## src/hw/rtl/gwmp_pkg.sv

```systemverilog
// Shared types, field widths, register codes and reset values for the gated
// window mean proximity unit. Depends on nothing; the controller, datapath and top level import it.
`default_nettype none

package gwmp_pkg;

    // Field widths of the stream and configuration beats
    localparam int SENSOR_W   = 4;
    localparam int SAMPLE_W   = 9;
    localparam int COUNT_W    = 6;
    localparam int CFG_IDX_W  = 2;
    localparam int CFG_DATA_W = 9;
    localparam int S_TDATA_W  = 16;
    localparam int M_TDATA_W  = 24;

    localparam int SAMPLE_MAX = 511;

    // Parameter defaults
    localparam int SENSOR_COUNT_DEF = 5;
    localparam int WINDOW_LEN_DEF   = 8;

    // Register indexes
    localparam logic [CFG_IDX_W-1:0] REG_VALID_LIMIT = 2'd0;
    localparam logic [CFG_IDX_W-1:0] REG_CLOSE_THR   = 2'd1;
    localparam logic [CFG_IDX_W-1:0] REG_MIN_COUNT   = 2'd2;

    // Register reset values
    localparam logic [SAMPLE_W-1:0] VALID_LIMIT_RST = 9'd300;
    localparam logic [SAMPLE_W-1:0] CLOSE_THR_RST   = 9'd150;
    localparam logic [COUNT_W-1:0]  MIN_COUNT_RST   = 6'd3;

    // Width of a window sum
    function automatic int sum_width(input int wl);
        return $clog2(wl * SAMPLE_MAX + 1);
    endfunction

    // Window store depth: one row of 2**clog2(wl) slots per sensor
    function automatic int win_depth(input int sc, input int wl);
        return sc << $clog2(wl);
    endfunction

    // Step counter width: covers the clear sweep and the divider steps
    function automatic int ctr_width(input int sc, input int wl);
        int d;
        int s;
        d = win_depth(sc, wl);
        s = sum_width(wl);
        return $clog2(((d > s) ? d : s) + 1);
    endfunction

    // Controller to datapath commands
    typedef struct packed {
        logic clr_wr;    // write zero at the sweep address
        logic load;      // capture the input beat, clear the accumulators
        logic win_wr;    // write the sample into the window, advance its pointer
        logic rd;        // read window slot at the step index
        logic div_init;  // load the divider from the accumulators
        logic div_step;  // one restoring division step
        logic out_load;  // capture the result beat
    } gwmp_cmd_t;

    // Datapath to controller status
    typedef struct packed {
        logic sensor_ok; // captured sensor number is in range
    } gwmp_status_t;

endpackage

`default_nettype wire

```

## src/hw/rtl/gwmp_ram.sv

```systemverilog
// Generic single write port, single read port RAM with registered read data.
// Depends on nothing.
`default_nettype none

module gwmp_ram #(
    parameter int WIDTH = 9,
    parameter int DEPTH = 40
) (
    input  logic                     aclk,
    input  logic                     wr_en,
    input  logic [$clog2(DEPTH)-1:0] wr_addr,
    input  logic [WIDTH-1:0]         wr_data,
    input  logic                     rd_en,
    input  logic [$clog2(DEPTH)-1:0] rd_addr,
    output logic [WIDTH-1:0]         rd_data
);

    logic [WIDTH-1:0] mem_reg [DEPTH];
    logic [WIDTH-1:0] rd_data_reg;

    always_ff @(posedge aclk) begin
        if (wr_en) begin
            mem_reg[wr_addr] <= wr_data;
        end
        if (rd_en) begin
            rd_data_reg <= mem_reg[rd_addr];
        end
    end

    assign rd_data = rd_data_reg;

endmodule

`default_nettype wire

```

## src/hw/rtl/gwmp_ctrl.sv

```systemverilog
// Sequencer for the gated window mean unit: clear sweep, window write, window
// walk, serial division and result hand-off. Depends on gwmp_pkg.
`default_nettype none

module gwmp_ctrl #(
    parameter int SENSOR_COUNT = 5,
    parameter int WINDOW_LEN   = 8
) (
    input  logic                    aclk,
    input  logic                    aresetn,
    input  logic                    s_tvalid,
    output logic                    s_tready,
    output logic                    m_tvalid,
    input  logic                    m_tready,
    input  gwmp_pkg::gwmp_status_t  status,
    output gwmp_pkg::gwmp_cmd_t     cmd,
    output logic [gwmp_pkg::ctr_width(SENSOR_COUNT, WINDOW_LEN)-1:0] idx
);

    import gwmp_pkg::*;

    localparam int CTR_W = ctr_width(SENSOR_COUNT, WINDOW_LEN);
    localparam int DEPTH = win_depth(SENSOR_COUNT, WINDOW_LEN);
    localparam int SUM_W = sum_width(WINDOW_LEN);

    typedef enum logic [2:0] {
        ST_CLEAR,
        ST_IDLE,
        ST_WRITE,
        ST_READ,
        ST_DRAIN,
        ST_DIV_INIT,
        ST_DIVIDE,
        ST_HOLD
    } state_t;

    state_t           state_reg, state_next;
    logic [CTR_W-1:0] idx_reg, idx_next;
    logic             out_valid_reg, out_valid_next;
    logic             out_free;

    assign out_free = !out_valid_reg || m_tready;

    always_comb begin
        state_next     = state_reg;
        idx_next       = idx_reg;
        out_valid_next = out_valid_reg && !m_tready;
        cmd            = '0;
        unique case (state_reg)
            ST_CLEAR: begin
                cmd.clr_wr = 1'b1;
                idx_next   = idx_reg + 1'b1;
                if (idx_reg == CTR_W'(DEPTH - 1)) begin
                    idx_next   = '0;
                    state_next = ST_IDLE;
                end
            end
            ST_IDLE: begin
                if (s_tvalid) begin
                    cmd.load   = 1'b1;
                    state_next = ST_WRITE;
                end
            end
            ST_WRITE: begin
                idx_next = '0;
                if (status.sensor_ok) begin
                    cmd.win_wr = 1'b1;
                    state_next = ST_READ;
                end else begin
                    state_next = ST_HOLD;
                end
            end
            ST_READ: begin
                cmd.rd   = 1'b1;
                idx_next = idx_reg + 1'b1;
                if (idx_reg == CTR_W'(WINDOW_LEN - 1)) begin
                    state_next = ST_DRAIN;
                end
            end
            ST_DRAIN: begin
                state_next = ST_DIV_INIT;
            end
            ST_DIV_INIT: begin
                cmd.div_init = 1'b1;
                idx_next     = '0;
                state_next   = ST_DIVIDE;
            end
            ST_DIVIDE: begin
                cmd.div_step = 1'b1;
                idx_next     = idx_reg + 1'b1;
                if (idx_reg == CTR_W'(SUM_W - 1)) begin
                    state_next = ST_HOLD;
                end
            end
            ST_HOLD: begin
                if (out_free) begin
                    cmd.out_load   = 1'b1;
                    out_valid_next = 1'b1;
                    state_next     = ST_IDLE;
                end
            end
        endcase
    end

    always_ff @(posedge aclk) begin
        if (!aresetn) begin
            state_reg     <= ST_CLEAR;
            idx_reg       <= '0;
            out_valid_reg <= 1'b0;
        end else begin
            state_reg     <= state_next;
            idx_reg       <= idx_next;
            out_valid_reg <= out_valid_next;
        end
    end

    assign s_tready = (state_reg == ST_IDLE);
    assign m_tvalid = out_valid_reg;
    assign idx      = idx_reg;

    // A result beat only appears after the hold state hands it off
    a_valid_from_hold: assert property (@(posedge aclk) disable iff (!aresetn)
        $rose(out_valid_reg) |-> $past(state_reg == ST_HOLD))
        else $error("result valid rose outside the hand-off");

    // The window walk only runs for a sensor that has a window
    a_walk_in_range: assert property (@(posedge aclk) disable iff (!aresetn)
        (state_reg == ST_READ) |-> status.sensor_ok)
        else $error("window walk for an out-of-range sensor");

    // Hold the finished result while the output register is still full
    a_hold_while_full: assert property (@(posedge aclk) disable iff (!aresetn)
        (state_reg == ST_HOLD && !out_free) |=> (state_reg == ST_HOLD))
        else $error("hand-off left while the output register was full");

endmodule

`default_nettype wire

```

## src/hw/rtl/gwmp_dp.sv

```systemverilog
// Datapath of the gated window mean unit: config registers, write pointers,
// window store, gated accumulator, restoring divider and result register.
// Depends on gwmp_pkg and gwmp_ram.
`default_nettype none

module gwmp_dp #(
    parameter int SENSOR_COUNT = 5,
    parameter int WINDOW_LEN   = 8
) (
    input  logic                                  aclk,
    input  logic                                  aresetn,
    input  logic                                  cfg_valid,
    input  logic [gwmp_pkg::CFG_IDX_W-1:0]        cfg_index,
    input  logic [gwmp_pkg::CFG_DATA_W-1:0]       cfg_data,
    input  logic [gwmp_pkg::SENSOR_W-1:0]         in_sensor,
    input  logic [gwmp_pkg::SAMPLE_W-1:0]         in_sample,
    input  gwmp_pkg::gwmp_cmd_t                   cmd,
    input  logic [gwmp_pkg::ctr_width(SENSOR_COUNT, WINDOW_LEN)-1:0] idx,
    output gwmp_pkg::gwmp_status_t                status,
    output logic [gwmp_pkg::SENSOR_W-1:0]         out_sensor,
    output logic [gwmp_pkg::SAMPLE_W-1:0]         out_mean,
    output logic [gwmp_pkg::COUNT_W-1:0]          out_count,
    output logic                                  out_close
);

    import gwmp_pkg::*;

    localparam int DEPTH  = win_depth(SENSOR_COUNT, WINDOW_LEN);
    localparam int ADDR_W = $clog2(DEPTH);
    localparam int JW     = $clog2(WINDOW_LEN);
    localparam int SUM_W  = sum_width(WINDOW_LEN);
    localparam int FULL_W = SENSOR_W + JW;

    // Configuration registers
    logic [SAMPLE_W-1:0] valid_limit_reg;
    logic [SAMPLE_W-1:0] close_thr_reg;
    logic [COUNT_W-1:0]  min_count_reg;

    always_ff @(posedge aclk) begin
        if (!aresetn) begin
            valid_limit_reg <= VALID_LIMIT_RST;
            close_thr_reg   <= CLOSE_THR_RST;
            min_count_reg   <= MIN_COUNT_RST;
        end else if (cfg_valid) begin
            unique case (cfg_index)
                REG_VALID_LIMIT: valid_limit_reg <= cfg_data;
                REG_CLOSE_THR:   close_thr_reg   <= cfg_data;
                REG_MIN_COUNT:   min_count_reg   <= cfg_data[COUNT_W-1:0];
                default: ;
            endcase
        end
    end

    // Captured input beat
    logic [SENSOR_W-1:0] sensor_reg;
    logic [SAMPLE_W-1:0] sample_reg;

    always_ff @(posedge aclk) begin
        if (cmd.load) begin
            sensor_reg <= in_sensor;
            sample_reg <= in_sample;
        end
    end

    assign status.sensor_ok = ({1'b0, sensor_reg} < (SENSOR_W + 1)'(SENSOR_COUNT));

    // Per-sensor write pointers, selected by compare
    logic [JW-1:0] wp_reg [SENSOR_COUNT];
    logic [JW-1:0] wp_cur;

    always_comb begin
        wp_cur = '0;
        for (int i = 0; i < SENSOR_COUNT; i++) begin
            if (sensor_reg == SENSOR_W'(i)) begin
                wp_cur = wp_reg[i];
            end
        end
    end

    always_ff @(posedge aclk) begin
        if (!aresetn) begin
            for (int i = 0; i < SENSOR_COUNT; i++) begin
                wp_reg[i] <= '0;
            end
        end else if (cmd.win_wr) begin
            for (int i = 0; i < SENSOR_COUNT; i++) begin
                if (sensor_reg == SENSOR_W'(i)) begin
                    wp_reg[i] <= (wp_cur == JW'(WINDOW_LEN - 1)) ? '0 : wp_cur + 1'b1;
                end
            end
        end
    end

    // Window store: row per sensor, slot in the low bits
    logic [FULL_W-1:0]   wr_full;
    logic [FULL_W-1:0]   rd_full;
    logic [ADDR_W-1:0]   wr_addr;
    logic [SAMPLE_W-1:0] wr_data;
    logic [SAMPLE_W-1:0] rd_data;

    assign wr_full = {sensor_reg, wp_cur};
    assign rd_full = {sensor_reg, idx[JW-1:0]};
    assign wr_addr = cmd.clr_wr ? idx[ADDR_W-1:0] : wr_full[ADDR_W-1:0];
    assign wr_data = cmd.clr_wr ? '0 : sample_reg;

    gwmp_ram #(
        .WIDTH (SAMPLE_W),
        .DEPTH (DEPTH)
    ) u_window (
        .aclk    (aclk),
        .wr_en   (cmd.clr_wr | cmd.win_wr),
        .wr_addr (wr_addr),
        .wr_data (wr_data),
        .rd_en   (cmd.rd),
        .rd_addr (rd_full[ADDR_W-1:0]),
        .rd_data (rd_data)
    );

    // Gated accumulation, one slot per cycle behind the read
    logic               rd_pend_reg;
    logic [SUM_W-1:0]   sum_reg;
    logic [COUNT_W-1:0] count_reg;
    logic               gate_pass;

    assign gate_pass = (rd_data != '0) && (rd_data < valid_limit_reg);

    always_ff @(posedge aclk) begin
        if (!aresetn) begin
            rd_pend_reg <= 1'b0;
        end else begin
            rd_pend_reg <= cmd.rd;
        end
    end

    always_ff @(posedge aclk) begin
        if (cmd.load) begin
            sum_reg   <= '0;
            count_reg <= '0;
        end else if (rd_pend_reg && gate_pass) begin
            sum_reg   <= sum_reg + SUM_W'(rd_data);
            count_reg <= count_reg + 1'b1;
        end
    end

    // Restoring divider, one quotient bit per step
    logic [SUM_W-1:0]   quo_reg;
    logic [COUNT_W-1:0] rem_reg;
    logic [COUNT_W:0]   rem_shift;
    logic [COUNT_W:0]   rem_diff;
    logic               rem_ge;

    assign rem_shift = {rem_reg, quo_reg[SUM_W-1]};
    assign rem_ge    = (rem_shift >= {1'b0, count_reg});
    assign rem_diff  = rem_shift - {1'b0, count_reg};

    always_ff @(posedge aclk) begin
        if (cmd.div_init) begin
            quo_reg <= sum_reg;
            rem_reg <= '0;
        end else if (cmd.div_step) begin
            quo_reg <= {quo_reg[SUM_W-2:0], rem_ge};
            rem_reg <= rem_ge ? rem_diff[COUNT_W-1:0] : rem_shift[COUNT_W-1:0];
        end
    end

    // Result register
    logic                qualify;
    logic [SAMPLE_W-1:0] mean_cur;
    logic [SENSOR_W-1:0] out_sensor_reg;
    logic [SAMPLE_W-1:0] out_mean_reg;
    logic [COUNT_W-1:0]  out_count_reg;
    logic                out_close_reg;

    assign qualify  = status.sensor_ok && (count_reg > min_count_reg);
    assign mean_cur = qualify ? quo_reg[SAMPLE_W-1:0] : '0;

    always_ff @(posedge aclk) begin
        if (cmd.out_load) begin
            out_sensor_reg <= sensor_reg;
            out_mean_reg   <= mean_cur;
            out_count_reg  <= status.sensor_ok ? count_reg : '0;
            out_close_reg  <= (mean_cur != '0) && (mean_cur < close_thr_reg);
        end
    end

    assign out_sensor = out_sensor_reg;
    assign out_mean   = out_mean_reg;
    assign out_count  = out_count_reg;
    assign out_close  = out_close_reg;

    // A qualified quotient always fits the mean field
    a_mean_fits: assert property (@(posedge aclk) disable iff (!aresetn)
        (cmd.out_load && qualify) |-> (quo_reg[SUM_W-1:SAMPLE_W] == '0))
        else $error("quotient wider than the mean field");

    // A nonzero mean needs more gated samples than the minimum
    a_mean_needs_count: assert property (@(posedge aclk) disable iff (!aresetn)
        cmd.out_load |=> (out_mean_reg == '0 || out_count_reg > min_count_reg))
        else $error("mean reported with too few samples");

    // Close flag never rides on a zero mean
    a_close_nonzero: assert property (@(posedge aclk) disable iff (!aresetn)
        cmd.out_load |=> (!out_close_reg || out_mean_reg != '0))
        else $error("close flag with zero mean");

endmodule

`default_nettype wire

```

## src/hw/rtl/gated_window_mean_proximity_unit.sv

```systemverilog
// Top level of the gated window mean proximity unit: stream ports, config port,
// controller and datapath. Depends on gwmp_pkg, gwmp_ctrl, gwmp_dp, gwmp_ram.
//
//  Channel   Direction  Handshake                Payload
//  s_        in         s_tvalid / s_tready      sensor_id, sample_cm
//  m_        out        m_tvalid / m_tready      result_sensor, mean_cm, valid_count, is_close
//  cfg_      in         cfg_valid / cfg_ready    cfg_index, cfg_data
//
//  An in-range beat passes from accept to result through the window write, then
//  one window slot read per cycle from the single-read-port window RAM, then one
//  quotient bit per cycle from the restoring divider, then the result hand-off.
//  An out-of-range sensor beat skips the window walk and the divider and returns a zero
//  mean, count and close flag. After reset the window RAM is swept to zero, one slot a
//  cycle, over all SENSOR_COUNT << clog2(WINDOW_LEN) slots (40 at the defaults); s_tready stays low.
//  A waiting result does not block the next beat; a finished result holds in the
//  hand-off state only while the output register is still full.
`default_nettype none

module gated_window_mean_proximity_unit #(
    parameter int SENSOR_COUNT = gwmp_pkg::SENSOR_COUNT_DEF,
    parameter int WINDOW_LEN   = gwmp_pkg::WINDOW_LEN_DEF
) (
    input  logic                              aclk,
    input  logic                              aresetn,
    // Input stream
    input  logic                              s_tvalid,
    output logic                              s_tready,
    input  logic [gwmp_pkg::S_TDATA_W-1:0]    s_tdata,   // [3:0] sensor_id, [12:4] sample_cm
    // Result stream
    output logic                              m_tvalid,
    input  logic                              m_tready,
    output logic [gwmp_pkg::M_TDATA_W-1:0]    m_tdata,   // [3:0] result_sensor, [12:4] mean_cm,
                                                         // [18:13] valid_count, [19] is_close
    // Configuration writes
    input  logic                              cfg_valid,
    output logic                              cfg_ready,
    input  logic [gwmp_pkg::CFG_IDX_W-1:0]    cfg_index,
    input  logic [gwmp_pkg::CFG_DATA_W-1:0]   cfg_data
);

    import gwmp_pkg::*;

    localparam int CTR_W = ctr_width(SENSOR_COUNT, WINDOW_LEN);

    gwmp_cmd_t           cmd;
    gwmp_status_t        status;
    logic [CTR_W-1:0]    idx;
    logic [SENSOR_W-1:0] out_sensor;
    logic [SAMPLE_W-1:0] out_mean;
    logic [COUNT_W-1:0]  out_count;
    logic                out_close;

    // Config writes are always accepted and take effect in the next cycle
    assign cfg_ready = 1'b1;

    // Sequencer: owns the stream handshakes and the step counter
    gwmp_ctrl #(
        .SENSOR_COUNT (SENSOR_COUNT),
        .WINDOW_LEN   (WINDOW_LEN)
    ) u_ctrl (
        .aclk     (aclk),
        .aresetn  (aresetn),
        .s_tvalid (s_tvalid),
        .s_tready (s_tready),
        .m_tvalid (m_tvalid),
        .m_tready (m_tready),
        .status   (status),
        .cmd      (cmd),
        .idx      (idx)
    );

    // Datapath: window store, gated sum, divider, result register
    gwmp_dp #(
        .SENSOR_COUNT (SENSOR_COUNT),
        .WINDOW_LEN   (WINDOW_LEN)
    ) u_dp (
        .aclk       (aclk),
        .aresetn    (aresetn),
        .cfg_valid  (cfg_valid),
        .cfg_index  (cfg_index),
        .cfg_data   (cfg_data),
        .in_sensor  (s_tdata[SENSOR_W-1:0]),
        .in_sample  (s_tdata[SENSOR_W+SAMPLE_W-1:SENSOR_W]),
        .cmd        (cmd),
        .idx        (idx),
        .status     (status),
        .out_sensor (out_sensor),
        .out_mean   (out_mean),
        .out_count  (out_count),
        .out_close  (out_close)
    );

    // Pack the result beat, pad to whole bytes
    assign m_tdata = {
        (M_TDATA_W - SENSOR_W - SAMPLE_W - COUNT_W - 1)'(0),
        out_close,
        out_count,
        out_mean,
        out_sensor
    };

endmodule

`default_nettype wire

```

## config.mk

```make
export PLATFORM = sky130hd
export DESIGN_NAME = gated_window_mean_proximity_unit
export DESIGN_NICKNAME = d
export VERILOG_FILES = /design/src/hw/rtl/gwmp_pkg.sv /design/src/hw/rtl/gwmp_ram.sv /design/src/hw/rtl/gwmp_ctrl.sv /design/src/hw/rtl/gwmp_dp.sv /design/src/hw/rtl/gated_window_mean_proximity_unit.sv
export SDC_FILE = /design/constraint.sdc
export NUM_CORES = 1
export LEC_CHECK = 0
export BUFFER_PORTS_ARGS = -buffer_cell sky130_fd_sc_hd__clkbuf_2
export CORE_MARGIN = 4
export CORE_UTILIZATION = 35
export CTS_CLUSTER_DIAMETER = 30
export DETAILED_ROUTE_END_ITERATION = 16
export PLACE_DENSITY_LB_ADDON = 0.3
export SYNTH_ARGS = -nofsm -noshare
export SYNTH_HDL_FRONTEND = slang
export SYNTH_SLANG_ARGS = --single-unit
```

## constraint.sdc

```tcl
create_clock -name aclk -period 3.2 [get_ports aclk]
set_input_delay 0.32 -clock aclk [delete_from_list [all_inputs] [get_ports aclk]]
set_output_delay 0.32 -clock aclk [all_outputs]
set_load 0.01 [all_outputs]
```

==> summary.md, run 1 <==
| Metric | Value |
|---|---|
| Synth Flop Type | edfxtp_1 |
| Lkg Pwr | 9.22 nW |
| Met1 wire length | around 21000 um |
| Post-synthesis sequential area ratio | between 60% and 70% |
| Relative slew slack | 42.0% |
| Longest Clk Path Bufs | 3 |
| I/O pins | 59 |
| Slew Limit Fails | 0 |
| Clock transition at the registers of the reported paths | 0.05 ns |
| WL/cell | 21.0 um |
| Gate power share | 2.7% |
| Slowest stage delay, CP | 0.63 ns |
| Overall Power | 18.2 mW |
| Clk_skew | 0.0282 ns |
| Synth Area in Compound Gates | 6.00% |
| Gates resized, CTS repair | 0 |
| First-pass GRT wire length | between 70000 and 80000 um |
| Part of the power in registers | 38.2% |
| Via count | 12000 |
| Global Route Usage Sum | about 16% |
| Met2 WL post-DR | 24100 um |
| Most frequent cells in the layout | edfxtp_1, clkbuf_16, buf_4 |
| Critical path buffers and inverters | 1 |
| Req. time, crit path | between 3 and 4 ns |
| Initial Util | ~35% |
| Synth top area cells | edfxtp_1, mux4_2, dfxtp_1, ha_1, nor2_1 |
| Critical Path Most Common Cell | nor2_1 |
| Total negative slack | 0 ns |
| Int Power | 14.5 mW |
| Final WL | 49200 um |
| Ys async rst share | 0% |
| Final setup viols | 0 |
| RSZ-0062 raised after global routing | false |
| Worst Reg-to-Reg Cells | 6 |
| Share of layout cells above drive strength 1 | 28.5% |
| CP Capture Type | register |
| Max Cap Viol | 0 |
| Worst path arrival time | around 3.3 ns |
| Post-Synth Adder-Cell Area | under 10% |
| CTS tree | yes |
| Post-DP HPWL | around 32000 um |
| TritonRoute pass-1 iters | 5 |
| PD cells | 703 mW/mm2 |
| CTS Buf Count | around 100 |
| FF+latch count, synth | 488 |
| Core box area | 0.0578 mm2 |
| Htree depth | 3 |
| Routability cong. | 0.835 |
| Hold Vio Cnt, Final | 0 |
| Cell variety after synth | 73 |
| Clk pwr share | just under 60% |
| Clock root cell | clkbuf_16 |
| Main combinational cell family by area after synthesis | multiplexers |
| DR top layer | met4 |
| VDD IR-drop max | 0.000530 V |
| Area grow syn2layout | 26.6% |
| Post-Synth XOR/XNOR Area | 0.727% |
| Site row count | 88 |
| Port buffer count | 50 |
| Least-Margin Pin Slew | 0.863 ns |
| Period utilisation layout | 94.1% |
| Syn Std Cell Area | 0.0205 mm2 |
| Commonest non-fill, non-tap cell in the layout | edfxtp_1 |
| Net Sw Power | 3.76 mW |
| Remaining global-route overflow | 0 |
| Switching Share | 20.6% |
| CP max-delay cell | or4b_4 |
| Fmax | 0.332 GHz |
| Vias in the first global route | roughly 13000 |
| ANT cells | 0 |
| Die ar. | ~0.062 mm2 |
| DRC viols | 0 |
| Status | finished, final reports clean |
| Critical path class | reg2reg |
| Type of the most critical hold path | in2reg |
| Mux share of post-synthesis cell area | 11.8% |
| Min Clock Period, post-route | 3.01 ns |
| Synthesized-area fraction occupied by and/or/nand/nor cells | 7.33% |
| Mapped Avg Cell Area | around 16 um2 |
| Largest net degree at the start of global routing | 41 |
| Die width | between 200 and 250 um |
| Post-DP Area | between 0.02 and 0.025 mm2 |
| Synth top area share | 62.9% |
| Worst setup SP type | register |
| Number of flip-flops in the largest register | 360 |
| Crit-path max FO | 8 |
| Post-route cell area | between 0.02 and 0.03 mm2 |
| Routed Antenna Nets | 0 |
| Die height | about 250 um |
| Post-synthesis cell type with the largest combined area | edfxtp_1 |
| Clk sinks | 488 |
| Worst path top cell family by delay | simple AND/OR/NAND/NOR gates |
| Drt via density | 5.11 |
| Cell Chain, Critical Path | or4b_4 > nor2_1 > o31ai_2 > nand2b_1 > nor2_1 > buf_4 |
| Syn Inst Count | 1288 |
| Final nets | 1571 |
| Starting DRT DRC Count | between 800 and 900 |
| Synth Warn # | 0 |
| Initial antenna violation count | 0 |
| Critical path depth | 6 |
| Post-synth EDFFs | 429 |
| Worst-Skew Late Latency | 0.63 ns |
| Met3 wire len | 3210 um |
| Hold Crit Depth | 3 |
## power by group through the flow
stage          clock (mW)  sequential (mW)  combinational [mW]
2_1_floorplan           0             7.04               0.327
3_3_place_gp            0             7.07               0.465
3_5_place_dp            0             7.07               0.471
4_1_cts              11.0             6.96               0.494
5_1_grt              11.3             6.96               0.529
6_report             10.8             6.96               0.494
## tightest hold or removal path, delay by kind of cell
kind                   cells  cell delay (ns)
AO/OA/AOI/OAI              1             0.08
buffers and inverters      1             0.15
AND/OR/NAND/NOR            1             0.06
## worst paths after layout
path	from	endpoint	slack, ns
setup / recovery	u_dp.sensor_reg[3]	u_dp.u_window.mem_reg[18][8]	0.19
hold / removal	cfg_data[2]	u_dp.valid_limit_reg[2]	0.05
setup reg to reg	u_dp.sensor_reg[3]	u_dp.u_window.mem_reg[18][8]	0.19
hold reg to reg	u_dp.close_thr_reg[8]	u_dp.close_thr_reg[8]	0.45
## Yosys cell counts, types with 21 or more instances
master,instances
a21oi_1,44
a22oi_1,22
clkbuf_1,26
dfxtp_1,59
edfxtp_1,429
ha_1,41
inv_1,52
mux2i_1,30
mux4_2,87
nand2_1,68
nor2_1,96
nor2b_1,26
nor3_1,21
o21ai_0,32
## cells by family (layout without fill, tap and decap cells)
family	Yosys count	count (layout)
other cells	2	5
flops	488	488
simple gates	304	304
compound gates	184	184
mux	131	131
xor+xnor	17	17
fa+ha+maj	44	44
buf+inv	118	406
## repair_timing
item | CTS | global route
hold buffers | 21 | 0
setup endpoints to repair | 0 | 0
hold endpoints to repair | 29 | 0
buffers inserted | 0 | 0
## final cells by class
cell class / count / area (um2)
Inverter: 53 / 199
Sequential cell: 488 / 14100
Multi-Input combinational cell: 685 / 5910
Clock buffer: 104 / 2520
Fill cell: 5003 / 31900
Timing Repair Buffer: 169 / 1220
Tap cell: 765 / 957
Clock inverter: 80 / 1040
## per-layer routing
metal | up-vias | global-route usage, %
li1 | 5460 | -
met1 | 6064 | 19.7
met2 | 368 | 25.9
met3 | 91 | 4.75
met4 | 0 | 5.37
met5 | - | 0
## metrics by stage
| stage | worst slack [ns] | hold WS (ns) | utilization, % | cells |
|---|---|---|---|---|
| 3_3_place_gp | 0.0882 | 0.446 | 38.3 | 2139 |
| 4_1_cts | 0.134 | 0.0298 | 44.8 | 2344 |
| 6_report | 0.190 | 0.0540 | 44.8 | 2344 |
| 2_1_floorplan | 0.428 | 0.419 | - | 1291 |
| 5_1_grt | 0.0287 | 0.0669 | 44.8 | 2344 |
| 3_5_place_dp | 0.142 | 0.452 | 38.3 | 2139 |
(Power assumes the default switching activity.)
==> inputs of run 2 (changes only) <==
--- a/config.mk
+++ b/config.mk
@@ -10,6 +10,7 @@
 export CORE_UTILIZATION = 35
 export CTS_CLUSTER_DIAMETER = 30
 export DETAILED_ROUTE_END_ITERATION = 16
+export GPL_TIMING_DRIVEN = 0
 export PLACE_DENSITY_LB_ADDON = 0.3
 export SYNTH_ARGS = -nofsm -noshare
 export SYNTH_HDL_FRONTEND = slang
==> summary.md, run 2 (synthesis results as in run 1) <==
| Metric | Value |
|---|---|
| Worst-Skew Late Latency | 0.63 ns (about the same) |
| Largest net degree at the start of global routing | 41 (unchanged) |
| Drt via density | 5.21 (+1.8%) |
| Clock transition at the registers of the reported paths | 0.05 ns (about the same) |
| Worst reg2reg path endpoint | u_dp.u_window.mem_reg[7][3] |
| Die height | 250 um (unchanged) |
| Via count | 12100 (+0.83%) |
| Initial antenna violation count | 0 (unchanged) |
| Worst Reg-to-Reg Cells | 5 (-1) |
| Initial Util | 35.4% (unchanged) |
| Number of flip-flops in the largest register | 360 (unchanged) |
| Core box area | 0.0578 mm2 (unchanged) |
| RSZ-0062 raised after global routing | true |
| Critical path class | reg2reg |
| FF-to-FF Start | u_dp.sensor_reg[3] |
| Starting DRT DRC Count | 1036 (+22%) |
| Routed Antenna Nets | 0 (unchanged) |
| Die width | 250 um (unchanged) |
| PD cells | 690 mW/mm2 (-1.9%) |
| Final WL | 51200 um (+4.2%) |
| Lkg Pwr | 9.07 nW (-1.6%) |
| Hold path start | cfg_data[2] |
| Routability cong. | 0.853 (+2.2%) |
| Type of the most critical hold path | in2reg |
| Post-route cell area | 0.0260 mm2 (+0.26%) |
| TritonRoute pass-1 iters | 5 (unchanged) |
| Fmax | 0.309 GHz (-7.1%) |
| Share of layout cells above drive strength 1 | 28.5% (+0.036 points) |
| CTS tree | yes |
| Longest Clk Path Bufs | 3 (unchanged) |
| Post-DP Area | 0.0219 mm2 (-1.2%) |
| Final nets | 1550 (-1.3%) |
| I/O pins | 59 (unchanged) |
| Hold Vio Cnt, Final | 0 (unchanged) |
| Post-DP HPWL | 33100 um (+4.8%) |
| Port buffer count | 50 (unchanged) |
| Clock root cell | clkbuf_16 |
| Fill cell count | 4984 (-0.38%) |
| Period utilisation layout | 101% (+7.1 points) |
| Htree depth | 3 (unchanged) |
| Vias in the first global route | 12400 (-2.2%) |
| Worst path arrival time | 3.50 ns (+0.17 ns) |
| Least-Margin Pin Slew | 1.24 ns (+0.379 ns) |
| Min Clock Period, post-route | 3.24 ns (+0.229 ns) |
| Crit path to | u_dp.u_window.mem_reg[7][3] |
| ANT cells | 0 (unchanged) |
| Relative slew slack | 17.2% (-25 points) |
| Most frequent cells in the layout | edfxtp_1, clkbuf_16, mux4_2 |
| CP Capture Type | register |
| Final setup viols | 10 (+10) |
| Die ar. | 0.0624 mm2 (unchanged) |
| Overall Power | 17.9 mW (-1.6%) |
| Worst setup SP type | register |
| Max Cap Viol | 0 (unchanged) |
| Site row count | 88 (unchanged) |
| Global Route Usage Sum | 16.3% (+0.65 points) |
| Area grow syn2layout | 26.9% |
| Commonest non-fill, non-tap cell in the layout | edfxtp_1 |
| Clk sinks | 488 (unchanged) |
| VDD IR-drop max | 0.000616 V (+16%) |
| Status | finished with violations |
| Failing checks | negative setup slack |
| WL/cell | 22.1 um (+5.2%) |
| CTS Buf Count | 97 (-2.0%) |
| Slew Limit Fails | 0 (unchanged) |
| Crit-path max FO | 9 (+1) |
| Worst setup margin | -0.0387 ns (-0.229 ns) |
| Req. time, crit path | 3.46 ns (-0.06 ns) |
| DRC viols | 0 (unchanged) |
| Setup crit start | u_dp.sensor_reg[3] |
| Reg2Reg Setup Slack | -0.04 ns (-0.23 ns) |
| Clk_skew | 0.0274 ns (-0.000804 ns) |
| Remaining global-route overflow | 0 (unchanged) |
| First-pass GRT wire length | 77500 um (+2.5%) |
-- run 2: changes by cell type in the layout (fill, tap and decap cells not counted), moves of 7 or more --
cell | before | now
nor2_1 | 95 | 63
nor3_4 | 1 | 9
nor2_4 | 0 | 19
nor2_2 | 3 | 16
clkbuf_1 | 4 | 25
nor2b_2 | 9 | 0
nor3_1 | 21 | 13
buf_4 | 96 | 16
nor2b_4 | 0 | 9
buf_12 | 2 | 9
buf_2 | 0 | 18
-- run 2: worst min-delay path by stage --
stage	depth (start not counted)	endpoint	slack, ns
5_1_grt	3	u_dp.valid_limit_reg[2]	0.04
2_1_floorplan	0	u_dp.sample_reg[0]	0.42
6_report	3	u_dp.valid_limit_reg[2]	0.06
3_3_place_gp	0	u_dp.out_sensor[0]	0.43
4_1_cts	3	u_dp.close_thr_reg[2]	0.02
3_5_place_dp	2	u_dp.rem_reg[5]	0.44
-- run 2: metal layers --
layer | GRT usage [%] | share of wire (%) | vias up
met5 | 0 | 0 | -
met1 | 21.5 | 41 | 6096
li1 | - | - | 5422
met4 | 5.98 | 3.4 | 0
met2 | 26.5 | 48 | 453
met3 | 3.97 | 7.1 | 111
-- run 2: metrics by stage --
step	hold slack, ns	setup WS, ns	instances	util, %	TNS, ns
final	0.0596	-0.0387	2321	45.0	-0.299
after global routing	0.0359	-0.148	2321	45.0	-10.58
after CTS	0.0246	-0.288	2312	44.4	-18.27
after detailed placement	0.440	-0.369	2111	37.9	-49.74
after global placement	0.434	-0.894	2106	37.5	-275.41
after floorplan	0.419	0.428	1291	-	0
-- run 2: where the power goes --
part | internal (mW) | total, mW | switching (mW)
Sequential | 6.91 | 6.93 | 0.0170
Combinational | 0.207 | 0.567 | 0.359
Clock | 7.02 | 10.4 | 3.42
Total | 14.1 | 17.9 | 3.80
-- run 2: what timing repair did --
| action | 4_1_cts | 5_1_grt |
|---|---|---|
| setup buffers | 0 | 9 |
| pin swaps | 0 | 7 |
| endpoints found under the setup margin | 263 | 365 |
| hold buffers | 21 | 0 |
| endpoints found under the hold margin | 30 | 0 |
| gates resized for setup | 30 | 52 |
-- run 2: layout make-up --
class / count / area (um2) / area share, %
Clock buffer: 107 / 2570 / 9.89
Buffer: 65 / 355 / 1.37
Timing Repair Buffer: 85 / 696 / 2.68
Multi-Input combinational cell: 685 / 6270 / 24.1
Clock inverter: 73 / 878 / 3.38
Sequential cell: 488 / 14100 / 54.1
Tap cell: 765 / 957 / 3.68
Inverter: 53 / 199 / 0.766
-- run 2: critical path, cell delays in order (launching register included) --
cell,delay [ns]
edfxtp_1,0.58
a211o_1,0.34
a2111oi_2,0.77
nand2b_1,0.25
nand2b_1,0.41
nor2_2,0.52
